## config.mk

```make
export PLATFORM = sky130hd
export DESIGN_NAME = log_timestamp_prefix_parser_flat
export DESIGN_NICKNAME = d
export VERILOG_FILES = /design/src/sv/ltp_pkg.sv /design/src/sv/ltp_if.sv /design/src/sv/ltp_front.sv /design/src/sv/ltp_queue.sv /design/src/sv/ltp_conv.sv /design/src/sv/ltp_back.sv /design/src/sv/log_timestamp_prefix_parser.sv /design/src/flat_wrapper.sv
export SDC_FILE = /design/constraint.sdc
export NUM_CORES = 2
export LEC_CHECK = 0
export BUFFER_PORTS_ARGS = -buffer_cell sky130_fd_sc_hd__buf_2
export CAP_MARGIN = 10
export CORE_MARGIN = 5
export CORE_UTILIZATION = 45
export DETAILED_ROUTE_END_ITERATION = 10
export MAX_ROUTING_LAYER = met4
export SLEW_MARGIN = 20
export SYNTH_ARGS = -nofsm -noshare
export SYNTH_HDL_FRONTEND = slang
export SYNTH_HIERARCHICAL = 1
export SYNTH_SLANG_ARGS = --single-unit
```

## constraint.sdc

```tcl
create_clock -name clock -period 19.03 [get_ports clock]
set_input_delay 1.903 -clock clock [delete_from_list [all_inputs] [get_ports clock]]
set_output_delay 1.903 -clock clock [all_outputs]
set_load 0.01 [all_outputs]
```

## src/sv/ltp_pkg.sv

```systemverilog
// Shared types and constants for the log timestamp prefix parser.
// Used by the channel interfaces and every module of the block; depends on nothing.
package ltp_pkg;

   // Line length limit and the reach of the 12-bit content offset.
   localparam int MAX_LINE_LEN = 4096;
   localparam int OFFSET_SPAN  = 4096;
   localparam int OFFSET_LIMIT = (MAX_LINE_LEN < OFFSET_SPAN) ? MAX_LINE_LEN : OFFSET_SPAN;
   localparam int POS_W        = $clog2(OFFSET_LIMIT + 1);

   // Payload widths.
   localparam int BYTE_W   = 8;
   localparam int TS_W     = 64;
   localparam int OFF_W    = 12;
   localparam int STATUS_W = 2;

   // Time conversion constants.
   localparam int SEC_PER_HOUR      = 3600;
   localparam int SEC_PER_MIN       = 60;
   localparam int US_PER_SEC        = 1000000;
   localparam int US_PER_MS         = 1000;
   localparam int MS_DIGITS         = 3;
   localparam int CLOCK_FIELD_LIMIT = 60;

   localparam int H_MULT_W  = $clog2(SEC_PER_HOUR + 1);
   localparam int US_MULT_W = $clog2(US_PER_SEC + 1);
   localparam int CNT_W     = $clog2(US_MULT_W);
   localparam int HIDX_W    = $clog2(H_MULT_W);
   localparam logic [H_MULT_W-1:0]  HOUR_MULT = H_MULT_W'(SEC_PER_HOUR);
   localparam logic [US_MULT_W-1:0] US_MULT   = US_MULT_W'(US_PER_SEC);

   // Token queue between the front and back ends.
   localparam int QUEUE_DEPTH = 4;
   localparam int QIDX_W      = $clog2(QUEUE_DEPTH);
   localparam int QCNT_W      = $clog2(QUEUE_DEPTH + 1);

   // Character codes.
   localparam logic [BYTE_W-1:0] CH_NUL    = 8'h00;
   localparam logic [BYTE_W-1:0] CH_TAB    = 8'h09;
   localparam logic [BYTE_W-1:0] CH_SPACE  = 8'h20;
   localparam logic [BYTE_W-1:0] CH_DOT    = 8'h2E;
   localparam logic [BYTE_W-1:0] CH_ZERO   = 8'h30;
   localparam logic [BYTE_W-1:0] CH_NINE   = 8'h39;
   localparam logic [BYTE_W-1:0] CH_COLON  = 8'h3A;
   localparam logic [BYTE_W-1:0] CH_LBRACK = 8'h5B;
   localparam logic [BYTE_W-1:0] CH_RBRACK = 8'h5D;

   typedef enum logic [STATUS_W-1:0] {
      ST_NONE    = 2'd0,
      ST_EMPTY   = 2'd1,
      ST_CONTENT = 2'd2
   } ltp_status_type;

   typedef enum logic [2:0] {
      TK_NUL,
      TK_DIGIT,
      TK_BLANK,
      TK_LBRACK,
      TK_RBRACK,
      TK_COLON,
      TK_DOT,
      TK_OTHER
   } ltp_kind_type;

   typedef enum logic [3:0] {
      PH_WS,
      PH_FIRST,
      PH_HOURS,
      PH_MIN_FIRST,
      PH_MIN,
      PH_SEC_FIRST,
      PH_SEC,
      PH_MS,
      PH_AFTER,
      PH_SKIP,
      PH_DONE,
      PH_CONV
   } ltp_phase_type;

   typedef enum logic [2:0] {
      CV_IDLE,
      CV_MUL_H,
      CV_ADD_MS,
      CV_MUL_US,
      CV_ADD_FRAC,
      CV_DONE
   } ltp_conv_state_type;

   // One classified byte.
   typedef struct packed {
      ltp_kind_type     kind;
      logic [3:0]       digit;
      logic             last;
      logic [POS_W-1:0] pos;
      logic             late;
   } ltp_token_type;

   // Back end to conversion unit.
   typedef struct packed {
      logic            start;
      logic            ack;
      logic [TS_W-1:0] hours;
      logic [5:0]      minutes;
      logic [5:0]      seconds;
      logic [9:0]      millis;
   } ltp_conv_req_type;

   // Conversion unit to back end.
   typedef struct packed {
      logic            done;
      logic            ok;
      logic [TS_W-1:0] value;
   } ltp_conv_rsp_type;

endpackage

```

## src/sv/ltp_if.sv

```systemverilog
// Valid/ready channel interfaces for the request bytes and the parse results.
// Depends on ltp_pkg for the payload widths.
interface ltp_req_if;
   import ltp_pkg::*;

   logic              valid;
   logic              ready;
   logic [BYTE_W-1:0] line_byte;
   logic              line_end;

   modport source (output valid, output line_byte, output line_end, input ready);
   modport sink   (input valid, input line_byte, input line_end, output ready);
endinterface

interface ltp_rsp_if;
   import ltp_pkg::*;

   logic                valid;
   logic                ready;
   logic [STATUS_W-1:0] status;
   logic [TS_W-1:0]     stamp_us;
   logic [OFF_W-1:0]    content_offset;

   modport source (output valid, output status, output stamp_us, output content_offset,
                   input ready);
   modport sink   (input valid, input status, input stamp_us, input content_offset,
                   output ready);
endinterface

```

## src/sv/ltp_front.sv

```systemverilog
// Front end: accepts line bytes, classifies them and tracks the byte index.
// Depends on ltp_pkg and ltp_req_if; feeds tokens into ltp_queue.
module ltp_front (
   input  logic                  clock,
   input  logic                  reset,
   ltp_req_if.sink               req_chan,
   input  logic                  queue_full,
   output logic                  push,
   output ltp_pkg::ltp_token_type push_token
);
   import ltp_pkg::*;

   logic [POS_W-1:0] pos_ff;
   logic [POS_W-1:0] pos_in;
   logic [BYTE_W-1:0] b;
   ltp_kind_type      kind;

   assign req_chan.ready = !queue_full;
   assign push           = req_chan.valid && req_chan.ready;
   assign b              = req_chan.line_byte;

   // Sort the byte into the classes the parser cares about.
   always_comb begin
      priority if (b == CH_NUL)                       kind = TK_NUL;
      else if (b >= CH_ZERO && b <= CH_NINE)          kind = TK_DIGIT;
      else if (b == CH_SPACE || b == CH_TAB)          kind = TK_BLANK;
      else if (b == CH_LBRACK)                        kind = TK_LBRACK;
      else if (b == CH_RBRACK)                        kind = TK_RBRACK;
      else if (b == CH_COLON)                         kind = TK_COLON;
      else if (b == CH_DOT)                           kind = TK_DOT;
      else                                            kind = TK_OTHER;
   end

   always_comb begin
      push_token.kind  = kind;
      push_token.digit = 4'(b - CH_ZERO);
      push_token.last  = req_chan.line_end;
      push_token.pos   = pos_ff;
      push_token.late  = (pos_ff >= POS_W'(OFFSET_LIMIT));
   end

   // Byte index within the line; saturates once content can no longer be reported.
   always_comb begin
      pos_in = pos_ff;
      if (push) begin
         if (kind == TK_NUL || req_chan.line_end) begin
            pos_in = '0;
         end else if (pos_ff != POS_W'(OFFSET_LIMIT)) begin
            pos_in = pos_ff + 1'b1;
         end
      end
   end

   always_ff @(posedge clock) begin
      if (reset) begin
         pos_ff <= '0;
      end else begin
         pos_ff <= pos_in;
      end
   end

endmodule

```

## src/sv/ltp_queue.sv

```systemverilog
// Short token queue that decouples the byte front end from the parser back end.
// Depends on ltp_pkg for the token type and depth.
module ltp_queue (
   input  logic                  clock,
   input  logic                  reset,
   input  logic                  push,
   input  ltp_pkg::ltp_token_type push_token,
   output logic                  full,
   input  logic                  pop,
   output logic                  head_valid,
   output ltp_pkg::ltp_token_type head_token
);
   import ltp_pkg::*;

   ltp_token_type      entry_ff [QUEUE_DEPTH];
   logic [QIDX_W-1:0]  wr_ff;
   logic [QIDX_W-1:0]  wr_in;
   logic [QIDX_W-1:0]  rd_ff;
   logic [QIDX_W-1:0]  rd_in;
   logic [QCNT_W-1:0]  cnt_ff;
   logic [QCNT_W-1:0]  cnt_in;

   assign full       = (cnt_ff == QCNT_W'(QUEUE_DEPTH));
   assign head_valid = (cnt_ff != '0);
   assign head_token = entry_ff[rd_ff];

   // Pointer and fill count update.
   always_comb begin
      wr_in  = push ? QIDX_W'(wr_ff + 1'b1) : wr_ff;
      rd_in  = pop  ? QIDX_W'(rd_ff + 1'b1) : rd_ff;
      cnt_in = cnt_ff;
      if (push && !pop) begin
         cnt_in = QCNT_W'(cnt_ff + 1'b1);
      end else if (pop && !push) begin
         cnt_in = QCNT_W'(cnt_ff - 1'b1);
      end
   end

   always_ff @(posedge clock) begin
      if (reset) begin
         wr_ff  <= '0;
         rd_ff  <= '0;
         cnt_ff <= '0;
      end else begin
         wr_ff  <= wr_in;
         rd_ff  <= rd_in;
         cnt_ff <= cnt_in;
      end
   end

   // Token storage needs no reset.
   always_ff @(posedge clock) begin
      if (push) begin
         entry_ff[wr_ff] <= push_token;
      end
   end

endmodule

```

## src/sv/ltp_conv.sv

```systemverilog
// Clock-form conversion unit: hours, minutes, seconds and milliseconds to microseconds.
// Shift-add multiplies by the constants one bit per cycle with a sticky 64-bit overflow.
// Depends on ltp_pkg.
module ltp_conv (
   input  logic                     clock,
   input  logic                     reset,
   input  ltp_pkg::ltp_conv_req_type conv_req,
   output ltp_pkg::ltp_conv_rsp_type conv_rsp
);
   import ltp_pkg::*;

   ltp_conv_state_type state_ff;
   ltp_conv_state_type state_in;
   logic [TS_W-1:0]    acc_ff;
   logic [TS_W-1:0]    acc_in;
   logic [TS_W-1:0]    mcand_ff;
   logic [TS_W-1:0]    mcand_in;
   logic               ovf_ff;
   logic               ovf_in;
   logic [CNT_W-1:0]   cnt_ff;
   logic [CNT_W-1:0]   cnt_in;
   logic [5:0]         min_ff;
   logic [5:0]         min_in;
   logic [5:0]         sec_ff;
   logic [5:0]         sec_in;
   logic [9:0]         ms_ff;
   logic [9:0]         ms_in;

   logic               mul_bit;
   logic [TS_W+1:0]    step;
   logic [TS_W:0]      add_sum;
   logic [H_MULT_W-1:0]  clock_rest;
   logic [US_MULT_W-1:0] frac_us;

   // Multiplier bit for the current Horner step, most significant first.
   always_comb begin
      if (state_ff == CV_MUL_H) begin
         mul_bit = HOUR_MULT[cnt_ff[HIDX_W-1:0]];
      end else begin
         mul_bit = US_MULT[cnt_ff];
      end
      step       = {1'b0, acc_ff, 1'b0} + {2'b00, (mul_bit ? mcand_ff : {TS_W{1'b0}})};
      clock_rest = H_MULT_W'(min_ff) * H_MULT_W'(SEC_PER_MIN) + H_MULT_W'(sec_ff);
      frac_us    = US_MULT_W'(ms_ff) * US_MULT_W'(US_PER_MS);
   end

   // Sequencer and datapath next values.
   always_comb begin
      state_in = state_ff;
      acc_in   = acc_ff;
      mcand_in = mcand_ff;
      ovf_in   = ovf_ff;
      cnt_in   = cnt_ff;
      min_in   = min_ff;
      sec_in   = sec_ff;
      ms_in    = ms_ff;
      add_sum  = '0;

      conv_rsp.done  = 1'b0;
      conv_rsp.ok    = !ovf_ff;
      conv_rsp.value = acc_ff;

      unique case (state_ff)
         CV_IDLE: begin
            if (conv_req.start) begin
               mcand_in = conv_req.hours;
               min_in   = conv_req.minutes;
               sec_in   = conv_req.seconds;
               ms_in    = conv_req.millis;
               acc_in   = '0;
               ovf_in   = 1'b0;
               cnt_in   = CNT_W'(H_MULT_W - 1);
               state_in = CV_MUL_H;
            end
         end
         CV_MUL_H, CV_MUL_US: begin
            acc_in = step[TS_W-1:0];
            ovf_in = ovf_ff || (step[TS_W+1:TS_W] != 2'b00);
            if (cnt_ff == '0) begin
               state_in = (state_ff == CV_MUL_H) ? CV_ADD_MS : CV_ADD_FRAC;
            end else begin
               cnt_in = cnt_ff - 1'b1;
            end
         end
         CV_ADD_MS: begin
            // Whole seconds become the multiplicand of the microsecond scaling.
            add_sum  = {1'b0, acc_ff} + (TS_W + 1)'(clock_rest);
            mcand_in = add_sum[TS_W-1:0];
            ovf_in   = ovf_ff || add_sum[TS_W];
            acc_in   = '0;
            cnt_in   = CNT_W'(US_MULT_W - 1);
            state_in = CV_MUL_US;
         end
         CV_ADD_FRAC: begin
            add_sum  = {1'b0, acc_ff} + (TS_W + 1)'(frac_us);
            acc_in   = add_sum[TS_W-1:0];
            ovf_in   = ovf_ff || add_sum[TS_W];
            state_in = CV_DONE;
         end
         CV_DONE: begin
            conv_rsp.done = 1'b1;
            if (conv_req.ack) begin
               state_in = CV_IDLE;
            end
         end
         default: begin
            state_in = CV_IDLE;
         end
      endcase
   end

   always_ff @(posedge clock) begin
      if (reset) begin
         state_ff <= CV_IDLE;
         cnt_ff   <= '0;
         ovf_ff   <= 1'b0;
      end else begin
         state_ff <= state_in;
         cnt_ff   <= cnt_in;
         ovf_ff   <= ovf_in;
      end
   end

   // Datapath registers need no reset.
   always_ff @(posedge clock) begin
      acc_ff   <= acc_in;
      mcand_ff <= mcand_in;
      min_ff   <= min_in;
      sec_ff   <= sec_in;
      ms_ff    <= ms_in;
   end

endmodule

```

## src/sv/ltp_back.sv

```systemverilog
// Back end: timestamp prefix state machine and the result output register.
// Depends on ltp_pkg and ltp_rsp_if; takes tokens from ltp_queue and uses ltp_conv.
module ltp_back (
   input  logic                      clock,
   input  logic                      reset,
   input  logic                      tok_valid,
   input  ltp_pkg::ltp_token_type    tok,
   output logic                      pop,
   output ltp_pkg::ltp_conv_req_type conv_req,
   input  ltp_pkg::ltp_conv_rsp_type conv_rsp,
   ltp_rsp_if.source                 rsp_chan
);
   import ltp_pkg::*;

   ltp_phase_type   phase_ff;
   ltp_phase_type   phase_in;
   logic [TS_W-1:0] hv_ff;
   logic [TS_W-1:0] hv_in;
   logic [5:0]      min_ff;
   logic [5:0]      min_in;
   logic [5:0]      sec_ff;
   logic [5:0]      sec_in;
   logic [9:0]      ms_ff;
   logic [9:0]      ms_in;
   logic [1:0]      dc_ff;
   logic [1:0]      dc_in;
   logic            ftl_ff;
   logic            ftl_in;
   logic            last_ff;
   logic            last_in;

   logic                rsp_valid_ff;
   ltp_status_type      rsp_status_ff;
   logic [TS_W-1:0]     rsp_ts_ff;
   logic [OFF_W-1:0]    rsp_off_ff;

   logic                can_emit;
   logic                emit;
   ltp_status_type      e_status;
   logic [TS_W-1:0]     e_ts;
   logic [OFF_W-1:0]    e_off;
   logic                fail;
   logic                go_conv;
   logic                restart;
   logic [TS_W+3:0]     ten_v;
   logic [9:0]          min_n;
   logic [9:0]          sec_n;
   logic [9:0]          ms_n;

   assign can_emit = !rsp_valid_ff || rsp_chan.ready;

   // Digit accumulation for the first number and the clock fields.
   always_comb begin
      ten_v = {1'b0, hv_ff, 3'b000} + {3'b000, hv_ff, 1'b0} + (TS_W + 4)'(tok.digit);
      min_n = 10'(min_ff) * 10'd10 + 10'(tok.digit);
      sec_n = 10'(sec_ff) * 10'd10 + 10'(tok.digit);
      ms_n  = ms_ff * 10'd10 + 10'(tok.digit);
   end

   // Next phase, field updates and result selection.
   always_comb begin
      phase_in = phase_ff;
      hv_in    = hv_ff;
      min_in   = min_ff;
      sec_in   = sec_ff;
      ms_in    = ms_ff;
      dc_in    = dc_ff;
      ftl_in   = ftl_ff;
      last_in  = last_ff;
      pop      = 1'b0;
      emit     = 1'b0;
      e_status = ST_NONE;
      e_ts     = '0;
      e_off    = '0;
      fail     = 1'b0;
      go_conv  = 1'b0;
      restart  = 1'b0;

      conv_req.start   = 1'b0;
      conv_req.ack     = 1'b0;
      conv_req.hours   = hv_ff;
      conv_req.minutes = min_ff;
      conv_req.seconds = sec_ff;
      conv_req.millis  = ms_ff;

      if (phase_ff == PH_CONV) begin
         // Wait for the clock total, then finish the closing bracket.
         if (conv_rsp.done && can_emit) begin
            conv_req.ack = 1'b1;
            if (!conv_rsp.ok) begin
               emit     = 1'b1;
               phase_in = PH_DONE;
               restart  = last_ff;
            end else if (last_ff) begin
               emit     = 1'b1;
               e_status = ST_EMPTY;
               e_ts     = conv_rsp.value;
               restart  = 1'b1;
            end else begin
               hv_in    = conv_rsp.value;
               phase_in = PH_AFTER;
            end
         end
      end else if (tok_valid && can_emit) begin
         pop = 1'b1;
         if (tok.kind == TK_NUL) begin
            // A zero byte ends the line.
            if (phase_ff != PH_DONE) begin
               emit = 1'b1;
               if (phase_ff == PH_AFTER || phase_ff == PH_SKIP) begin
                  e_status = ST_EMPTY;
                  e_ts     = hv_ff;
               end
            end
            restart = 1'b1;
         end else begin
            unique case (phase_ff)
               PH_WS: begin
                  if (tok.kind == TK_LBRACK) begin
                     phase_in = PH_FIRST;
                  end else if (tok.kind != TK_BLANK) begin
                     fail = 1'b1;
                  end
               end
               PH_FIRST, PH_HOURS: begin
                  if (tok.kind == TK_DIGIT) begin
                     if (ten_v[TS_W+3:TS_W] != 4'd0) begin
                        fail = 1'b1;
                     end else begin
                        hv_in    = ten_v[TS_W-1:0];
                        phase_in = PH_HOURS;
                     end
                  end else if (phase_ff == PH_HOURS && tok.kind == TK_COLON) begin
                     phase_in = PH_MIN_FIRST;
                  end else if (phase_ff == PH_HOURS && tok.kind == TK_RBRACK) begin
                     phase_in = PH_AFTER;
                  end else begin
                     fail = 1'b1;
                  end
               end
               PH_MIN_FIRST, PH_MIN: begin
                  if (tok.kind == TK_DIGIT) begin
                     if (!ftl_ff) begin
                        if (min_n >= 10'(CLOCK_FIELD_LIMIT)) begin
                           ftl_in = 1'b1;
                        end else begin
                           min_in = 6'(min_n);
                        end
                     end
                     phase_in = PH_MIN;
                  end else if (phase_ff == PH_MIN && tok.kind == TK_COLON) begin
                     phase_in = PH_SEC_FIRST;
                  end else begin
                     fail = 1'b1;
                  end
               end
               PH_SEC_FIRST, PH_SEC: begin
                  if (tok.kind == TK_DIGIT) begin
                     if (!ftl_ff) begin
                        if (sec_n >= 10'(CLOCK_FIELD_LIMIT)) begin
                           ftl_in = 1'b1;
                        end else begin
                           sec_in = 6'(sec_n);
                        end
                     end
                     phase_in = PH_SEC;
                  end else if (phase_ff == PH_SEC && tok.kind == TK_DOT) begin
                     phase_in = PH_MS;
                     dc_in    = '0;
                  end else if (phase_ff == PH_SEC && tok.kind == TK_RBRACK) begin
                     fail    = ftl_ff;
                     go_conv = !ftl_ff;
                  end else begin
                     fail = 1'b1;
                  end
               end
               PH_MS: begin
                  if (tok.kind == TK_DIGIT) begin
                     if (dc_ff == 2'(MS_DIGITS)) begin
                        fail = 1'b1;
                     end else begin
                        ms_in = ms_n;
                        dc_in = dc_ff + 1'b1;
                     end
                  end else if (tok.kind == TK_RBRACK && dc_ff == 2'(MS_DIGITS)) begin
                     fail    = ftl_ff;
                     go_conv = !ftl_ff;
                  end else begin
                     fail = 1'b1;
                  end
               end
               PH_AFTER: begin
                  if (tok.kind == TK_BLANK) begin
                     phase_in = PH_SKIP;
                  end else begin
                     fail = 1'b1;
                  end
               end
               PH_SKIP: begin
                  // First non-blank byte after the bracket starts the content.
                  if (tok.kind != TK_BLANK) begin
                     if (tok.late) begin
                        fail = 1'b1;
                     end else begin
                        emit     = 1'b1;
                        e_status = ST_CONTENT;
                        e_ts     = hv_ff;
                        e_off    = OFF_W'(tok.pos);
                        phase_in = PH_DONE;
                     end
                  end
               end
               default: begin
                  // Line already decided: bytes are ignored until it ends.
               end
            endcase

            if (fail) begin
               emit     = 1'b1;
               e_status = ST_NONE;
               e_ts     = '0;
               e_off    = '0;
               phase_in = PH_DONE;
            end

            if (go_conv) begin
               phase_in       = PH_CONV;
               conv_req.start = 1'b1;
               last_in        = tok.last;
            end else if (tok.last) begin
               // The flagged last byte closes the line after it is parsed.
               if (!emit && phase_in != PH_DONE) begin
                  emit = 1'b1;
                  if (phase_in == PH_AFTER || phase_in == PH_SKIP) begin
                     e_status = ST_EMPTY;
                     e_ts     = hv_in;
                  end
               end
               restart = 1'b1;
            end
         end
      end

      if (restart) begin
         phase_in = PH_WS;
         hv_in    = '0;
         min_in   = '0;
         sec_in   = '0;
         ms_in    = '0;
         dc_in    = '0;
         ftl_in   = 1'b0;
         last_in  = 1'b0;
      end
   end

   always_ff @(posedge clock) begin
      if (reset) begin
         phase_ff <= PH_WS;
         hv_ff    <= '0;
         min_ff   <= '0;
         sec_ff   <= '0;
         ms_ff    <= '0;
         dc_ff    <= '0;
         ftl_ff   <= 1'b0;
         last_ff  <= 1'b0;
      end else begin
         phase_ff <= phase_in;
         hv_ff    <= hv_in;
         min_ff   <= min_in;
         sec_ff   <= sec_in;
         ms_ff    <= ms_in;
         dc_ff    <= dc_in;
         ftl_ff   <= ftl_in;
         last_ff  <= last_in;
      end
   end

   // Result register: holds a transaction until the sink takes it.
   always_ff @(posedge clock) begin
      if (reset) begin
         rsp_valid_ff <= 1'b0;
      end else if (emit) begin
         rsp_valid_ff <= 1'b1;
      end else if (rsp_chan.ready) begin
         rsp_valid_ff <= 1'b0;
      end
   end

   always_ff @(posedge clock) begin
      if (emit) begin
         rsp_status_ff <= e_status;
         rsp_ts_ff     <= e_ts;
         rsp_off_ff    <= e_off;
      end
   end

   assign rsp_chan.valid          = rsp_valid_ff;
   assign rsp_chan.status         = rsp_status_ff;
   assign rsp_chan.stamp_us       = rsp_ts_ff;
   assign rsp_chan.content_offset = rsp_off_ff;

   // The conversion unit only reports while the parser waits for it.
   a_conv_done_in_conv: assert property (@(posedge clock) disable iff (reset)
      conv_rsp.done |-> phase_ff == PH_CONV)
      else $error("conversion result outside the conversion phase");

   // A conversion starts only from a closing bracket of the clock form.
   a_conv_start_phase: assert property (@(posedge clock) disable iff (reset)
      conv_req.start |-> (phase_ff == PH_SEC || phase_ff == PH_MS))
      else $error("conversion started outside the seconds or millisecond phase");

   // Once a result is produced the line is finished or restarted.
   a_emit_closes_line: assert property (@(posedge clock) disable iff (reset)
      emit |=> (phase_ff == PH_DONE || phase_ff == PH_WS))
      else $error("parser kept running after deciding a line");

   // A result without a timestamp carries zero payload.
   a_none_is_zero: assert property (@(posedge clock) disable iff (reset)
      (rsp_valid_ff && rsp_status_ff == ST_NONE) |-> (rsp_ts_ff == '0 && rsp_off_ff == '0))
      else $error("status none with nonzero payload");

endmodule

```

## src/sv/log_timestamp_prefix_parser.sv

```systemverilog
// Channel     Dir  Handshake      Payload
// req_chan    in   valid/ready    line_byte[7:0], line_end
// rsp_chan    out  valid/ready    status[1:0], stamp_us[63:0], content_offset[11:0]
//
// Bytes are accepted one per cycle while the four-entry token queue has room.
// The back end parses one byte per cycle while the result register can take a result;
// a clock-form closing bracket stalls it in the shift-add conversion unit (12 + 20 multiply
// steps, two add steps and the handoff).
// Synchronous reset clears the parser, queue pointers and result valid; no clearing pass.
// A stalled result register holds the back end, and the queue then holds the front end.
// Top level of the log timestamp prefix parser; depends on ltp_pkg, ltp_if and submodules.
module log_timestamp_prefix_parser (
   input  logic      clock,
   input  logic      reset,
   ltp_req_if.sink   req_chan,
   ltp_rsp_if.source rsp_chan
);
   import ltp_pkg::*;

   logic             push;
   ltp_token_type    push_token;
   logic             queue_full;
   logic             pop;
   logic             head_valid;
   ltp_token_type    head_token;
   ltp_conv_req_type conv_req;
   ltp_conv_rsp_type conv_rsp;

   ltp_front u_front (
      .clock      (clock),
      .reset      (reset),
      .req_chan   (req_chan),
      .queue_full (queue_full),
      .push       (push),
      .push_token (push_token)
   );

   ltp_queue u_queue (
      .clock      (clock),
      .reset      (reset),
      .push       (push),
      .push_token (push_token),
      .full       (queue_full),
      .pop        (pop),
      .head_valid (head_valid),
      .head_token (head_token)
   );

   ltp_conv u_conv (
      .clock    (clock),
      .reset    (reset),
      .conv_req (conv_req),
      .conv_rsp (conv_rsp)
   );

   ltp_back u_back (
      .clock     (clock),
      .reset     (reset),
      .tok_valid (head_valid),
      .tok       (head_token),
      .pop       (pop),
      .conv_req  (conv_req),
      .conv_rsp  (conv_rsp),
      .rsp_chan  (rsp_chan)
   );

endmodule
```

## src/flat_wrapper.sv

```systemverilog
// flat-port wrapper written by rule: the top's interface ports become plain ports
module log_timestamp_prefix_parser_flat import ltp_pkg::*;
  (clock, reset, req_chan_valid, req_chan_line_byte, req_chan_line_end, req_chan_ready, rsp_chan_valid, rsp_chan_status, rsp_chan_stamp_us, rsp_chan_content_offset, rsp_chan_ready);
  ltp_req_if req_chan_i ();
  ltp_rsp_if rsp_chan_i ();
  input  logic clock;
  input  logic reset;
  input wire logic [$bits(req_chan_i.valid)-1:0] req_chan_valid;
  input wire logic [$bits(req_chan_i.line_byte)-1:0] req_chan_line_byte;
  input wire logic [$bits(req_chan_i.line_end)-1:0] req_chan_line_end;
  output wire logic [$bits(req_chan_i.ready)-1:0] req_chan_ready;
  output wire logic [$bits(rsp_chan_i.valid)-1:0] rsp_chan_valid;
  output wire logic [$bits(rsp_chan_i.status)-1:0] rsp_chan_status;
  output wire logic [$bits(rsp_chan_i.stamp_us)-1:0] rsp_chan_stamp_us;
  output wire logic [$bits(rsp_chan_i.content_offset)-1:0] rsp_chan_content_offset;
  input wire logic [$bits(rsp_chan_i.ready)-1:0] rsp_chan_ready;
  assign req_chan_i.valid = req_chan_valid;
  assign req_chan_i.line_byte = req_chan_line_byte;
  assign req_chan_i.line_end = req_chan_line_end;
  assign req_chan_ready = req_chan_i.ready;
  assign rsp_chan_valid = rsp_chan_i.valid;
  assign rsp_chan_status = rsp_chan_i.status;
  assign rsp_chan_stamp_us = rsp_chan_i.stamp_us;
  assign rsp_chan_content_offset = rsp_chan_i.content_offset;
  assign rsp_chan_i.ready = rsp_chan_ready;
  log_timestamp_prefix_parser u_core (.clock(clock), .reset(reset), .req_chan(req_chan_i), .rsp_chan(rsp_chan_i));
endmodule
```

=== Yosys cells after proc, flatten, opt, wreduce, memory -nomap -nowiden ===
Memories as Yosys holds them, arrays and structs flattened. A register that Yosys moved wholly into a read port is not among the register bits.
Index checks and enable logic that the tools add are counted.
Widths: inputs -> output; s select.

* Multipliers: 5
* Mux-type cells: 179
* Reduce and logical (&&, ||, !) cells: 65
* Eq/ne operators: 50
* $lt $le $gt $ge: 7
* Bitwise logic cells: 9
* Add/sub/neg operators: 17

{| class="wikitable"
|+ Operators with widths
! kind !! count
|-
| $mux 64 || 28
|-
| $pmux 64 s4 || 1
|-
| $pmux 64 s2 || 1
|-
| $mux 4 || 25
|-
| $mux 1 || 81
|-
| $add 67x65->68 || 1
|-
| $add 68x4->68 || 1
|-
| $add 65x64->66 || 1
|-
| $add 64x12->65 || 1
|-
| $add 64x20->65 || 1
|-
| $mux 2 || 19
|-
| $add 10x4->10 || 3
|-
| $mux 3 || 10
|-
| $mux 13 || 2
|-
| $eq 8x6->1 const B || 3
|-
| $pmux 4 s6 || 1
|-
| $ne 2x2->1 const B || 11
|-
| $eq 4x4->1 const B || 5
|-
| $ge 10x6->1 const B || 2
|-
| $mux 5 || 4
|-
| $eq 3x3->1 const B || 6
|-
| $mul 6x3->9 const B || 2
|-
| $mul 10x7->17 const B || 1
|-
| $eq 4x3->1 const B || 4
|-
| 51 further kinds || 118
|}

* Flip-flop bits (word level): 352
* Memory bits (writable): 88
* Memory bits (read-only): 48
* Memories: 3
* Word-level logic and storage cells: 359

{| class="wikitable"
|+ Memories
! name !! words !! bits a word !! read ports !! clocked after Yosys merged registers in !! wr ports !! line !! RTL
|-
| u_core.u_queue.entry_ff || 4 || 22 || 1 || 1 || 1 || ltp_queue.sv:15 || <nowiki>ltp_token_type entry_ff [QUEUE_DEPTH];</nowiki>
|-
| (no name shown) || 32 || 1 || 1 || 1 || 0 || ltp_conv.sv:40 || <nowiki>mul_bit = US_MULT[cnt_ff];</nowiki>
|-
| (no name shown) || 16 || 1 || 1 || 1 || 0 || ltp_conv.sv:38 || <nowiki>mul_bit = HOUR_MULT[cnt_ff[HIDX_W-1:0]];</nowiki>
|}

=== Logic depth before layout (Yosys ltp) ===
* Depth after elaboration: 22
* Gate-level depth with buffers: 27

=== Modules after synthesis ===
Netlist, hierarchy kept.

{| class="wikitable"
|+ By module, submodules not included
! module !! instances !! cells an instance !! seq. area each (um^2) !! area each (um^2)
|-
| ltp_conv || 1 || 1,852 || 4,724.5 || 16,223.1
|-
| ltp_back || 1 || 1,772 || 4,244.1 || 14,948.1
|-
| ltp_queue || 1 || 158 || 2,822.7 || 3,608.5
|-
| ltp_front || 1 || 111 || 260.2 || 878.3
|}

=== Worst setup path after synthesis ===
OpenSTA, ideal clock, no wires.

* Kind: in2reg
* Start: input rsp_chan_ready
* End: register with a tool-made name
* Stages: 11
* Path buffers: 0
* Setup slack: 12.290 ns
* Arrival: 6.666 ns
* Data required time: 18.956 ns
* Path through: nand2b_1 > nand3_1 > inv_1 > nand2_1 > nor3_1 > nor3_1 > or2_2 > nor2_1 > nor3_1 > nand3b_1 > o21ai_0

{| class="wikitable"
|+ RTL lines
! item !! line !! RTL
|-
| from (decl) || flat_wrapper.sv:16 || <nowiki>input wire logic [$bits(rsp_chan_i.ready)-1:0] rsp_chan_ready;</nowiki>
|}

=== Worst setup path after layout ===
* Start: register u_core.u_conv.ms_ff[2]
* End: register u_core.u_conv.acc_ff[51] (data pin)

* Longest elaborated chain between the ends: 3

{| class="wikitable"
|+ Ends and longest elaborated chain
! item !! line !! RTL
|-
| from (decl) || ltp_conv.sv:26 || <nowiki>logic [9:0] ms_ff;</nowiki>
|-
| from (signal assigned) || ltp_conv.sv:130 || <nowiki>ms_ff <= ms_in;</nowiki>
|-
| $mul 10x7->17 || ltp_conv.sv:44 || <nowiki>frac_us = US_MULT_W'(ms_ff) * US_MULT_W'(US_PER_MS);</nowiki>
|-
| $add 64x20->65 || ltp_conv.sv:95 || <nowiki>add_sum = {1'b0, acc_ff} + (TS_W + 1)'(frac_us);</nowiki>
|-
| $pmux 64 s4 || ltp_conv.sv:63 || <nowiki>unique case (state_ff)</nowiki>
|-
| named net u_core.u_conv.acc_in[51] || ltp_conv.sv:15 || <nowiki>logic [TS_W-1:0] acc_in;</nowiki>
|-
| to (signal assigned) || ltp_conv.sv:126 || <nowiki>acc_ff <= acc_in;</nowiki>
|-
| to (decl) || ltp_conv.sv:14 || <nowiki>logic [TS_W-1:0] acc_ff;</nowiki>
|}

The timed path passes the listed nets, and every way through them passes these cells.
A chain may end at the register's enable or synchronous reset.

==> impl_metrics.tcl <==
set metrics [dict create \
    syn_area_sq_um 35500 \
    fp.dieArea_sq_um 84600 \
    drtIter0Drc 3149 \
    io_buffers 92 \
    viasPerCell 6.15 \
    io_pins 93 \
    finalHoldViolCount 0 \
    vias 30500 \
    post-route-period-util_pct 38.8 \
    slew_headroom_pct 28.5 \
    worstSetupPathType "register to register" \
    numCtsBuffers 52 \
    drive_gt1_share_pct 9.50 \
    grt_pass1_vias 28800 \
    gp_congestion 0.980 \
    peakVddDrop_mv 0.0841 \
    p_per_area_nw_per_um2 94.7 \
    crit_top_cell "fa_1" \
    regToRegSetupSlack_ps 11640 \
    arrival_ps 7760 \
    multiInputGateArea_sq_um 22100 \
    wl_mm 112 \
    clock_latency_ps 650 \
    cts_resized 0 \
    post-dp-hpwl_mm 82.1 \
    gr-total-overflow 0 \
    core.rowCount 103 \
    post-route-util_pct 48.9 \
    skew_ps 48.8 \
    wl_per_cell_um 22.7 \
    grt_usage_pct 26.1 \
    power_leakage_uw 0.0150 \
    clock_path_buffers 3 \
    cts_setup_buffers 0 \
    fin_crit_ps 7390 \
    post-route-drc-count 0 \
    hold_buffers 0 \
    clock-sinks 440 \
    cts_tree "yes" \
    die_y_um 291 \
    layout.area.seq_sq_um 11900 \
    setup_violations 0 \
    initial_core_util_pct 45.2 \
    critPathLaunchType "register" \
    grt_max_degree 75 \
    grt_setup_unrepaired "false" \
    syn_nets 4276 \
    tns_ps 0 \
    min_path_type "register to register" \
    cts_root_buf "clkbuf_16" \
    worst_pin_slew_ps 1070 \
    synthCells 3888 \
    h-tree-depth 2 \
    slowest_stage "fa_1" \
    clkTransAtPathRegs_ps 60 \
    cap_viol_max_count 0 \
    synth_warnings 6 \
    slew_violations 0 \
    dr.pass1.iters 6 \
    final_cell_mix "406 x nand2_1, 323 x ha_1, 321 x a21oi_1" \
    antenna_found_initial 2 \
    final_common_cell "nand2_1" \
    coreArea_sq_um 78600 \
    cpPeakStageDelay_ps 560 \
    syn_area_per_cell_sq_um 9.13 \
    end_kind "register" \
    postRouteAntennaNets 0 \
    n_fill_cell 7538 \
    required_ps 19400 \
    area_delta_synth_final_pct 8.35 \
    fmax_ghz 0.135 \
    final_net_count 4249 \
    grt_pass1_wl_mm 173 \
    status "completed" \
    die_w_um 291 \
    critPathMaxFanout 21 \
]
sequential cells by signal (all words and copies together), names as in the netlist, 12 cells and up, named ones only:
name	count
u_core/u_front/pos_ff	13
u_core/u_conv/mcand_ff	64
u_core/u_queue/entry_ff	84
u_core/u_conv/acc_ff	64
u_core/u_back/hv_ff	64
u_core/u_back/rsp_chan.stamp_us	64
u_core/u_back/rsp_chan.content_offset	12
worst max-delay path, delay by kind of cell, from the launching register on:
kind                     cells  cell delay, ps
buffers and inverters        4             390
flip-flops                   1             480
AND/OR/NAND/NOR              4            1090
AO/OA/AOI/OAI               11            2210
XOR/XNOR                     1             170
adder cells (fa/ha/maj)      6            2750
final timing paths:
| kind | to | start | depth (start not counted) |
|---|---|---|---|
| max reg2reg | u_core/u_conv/acc_ff[51]$_DFFE_PP_ | u_core/u_conv/ms_ff[2]$_DFFE_PP_ | 26 |
| min reg2reg | u_core/u_conv/ms_ff[9]$_DFFE_PP_ | u_core/u_back/ms_ff[9]$_SDFFE_PP0P_ | 0 |
| max | u_core/u_conv/acc_ff[51]$_DFFE_PP_ | u_core/u_conv/ms_ff[2]$_DFFE_PP_ | 26 |
| min | u_core/u_conv/ms_ff[9]$_DFFE_PP_ | u_core/u_back/ms_ff[9]$_SDFFE_PP0P_ | 0 |
stage by stage:
step | setup WS [ps] | hold slack [ps] | power (uW) | instance area, sq um | std cells
global route | 11020 | 464 | 3820 | 38500 | 4956
detailed placement | 11660 | 436 | 2610 | 36700 | 4857
finish | 11640 | 440 | 3650 | 38500 | 4956
CTS | 11620 | 449 | 3650 | 38500 | 4955
global placement | 11760 | 425 | 2610 | 36700 | 4857
floorplan | 12290 | 409 | 2180 | 35500 | 3888
power by group:
group / leakage, uW / switching, uW / internal [uW]
registers: 0.00401 / 129 / 1240
clock network: 0.000868 / 434 / 591
logic: 0.0101 / 854 / 396
total: 0.0150 / 1420 / 2230
layout make-up:
type / instances / area share [%]
Antenna cell: 1 / 0.00650
Clock buffer: 76 / 3.99
Clock inverter: 22 / 0.602
Inverter: 162 / 1.58
Multi-Input combinational cell: 3070 / 57.4
Sequential cell: 440 / 31.0
Tap cell: 1050 / 3.41
Timing Repair Buffer: 135 / 2.04
per-layer routing:
layer  part of all wire (%)  vias up  global-route usage, %
li1                       -    14300                      -
met1                     45    14600                   37.2
met2                     43     1296                   38.9
met3                    8.2      213                   3.98
met4                    3.1        0                   7.34
met5                      0        -                      -
(Power assumes the default switching activity.)
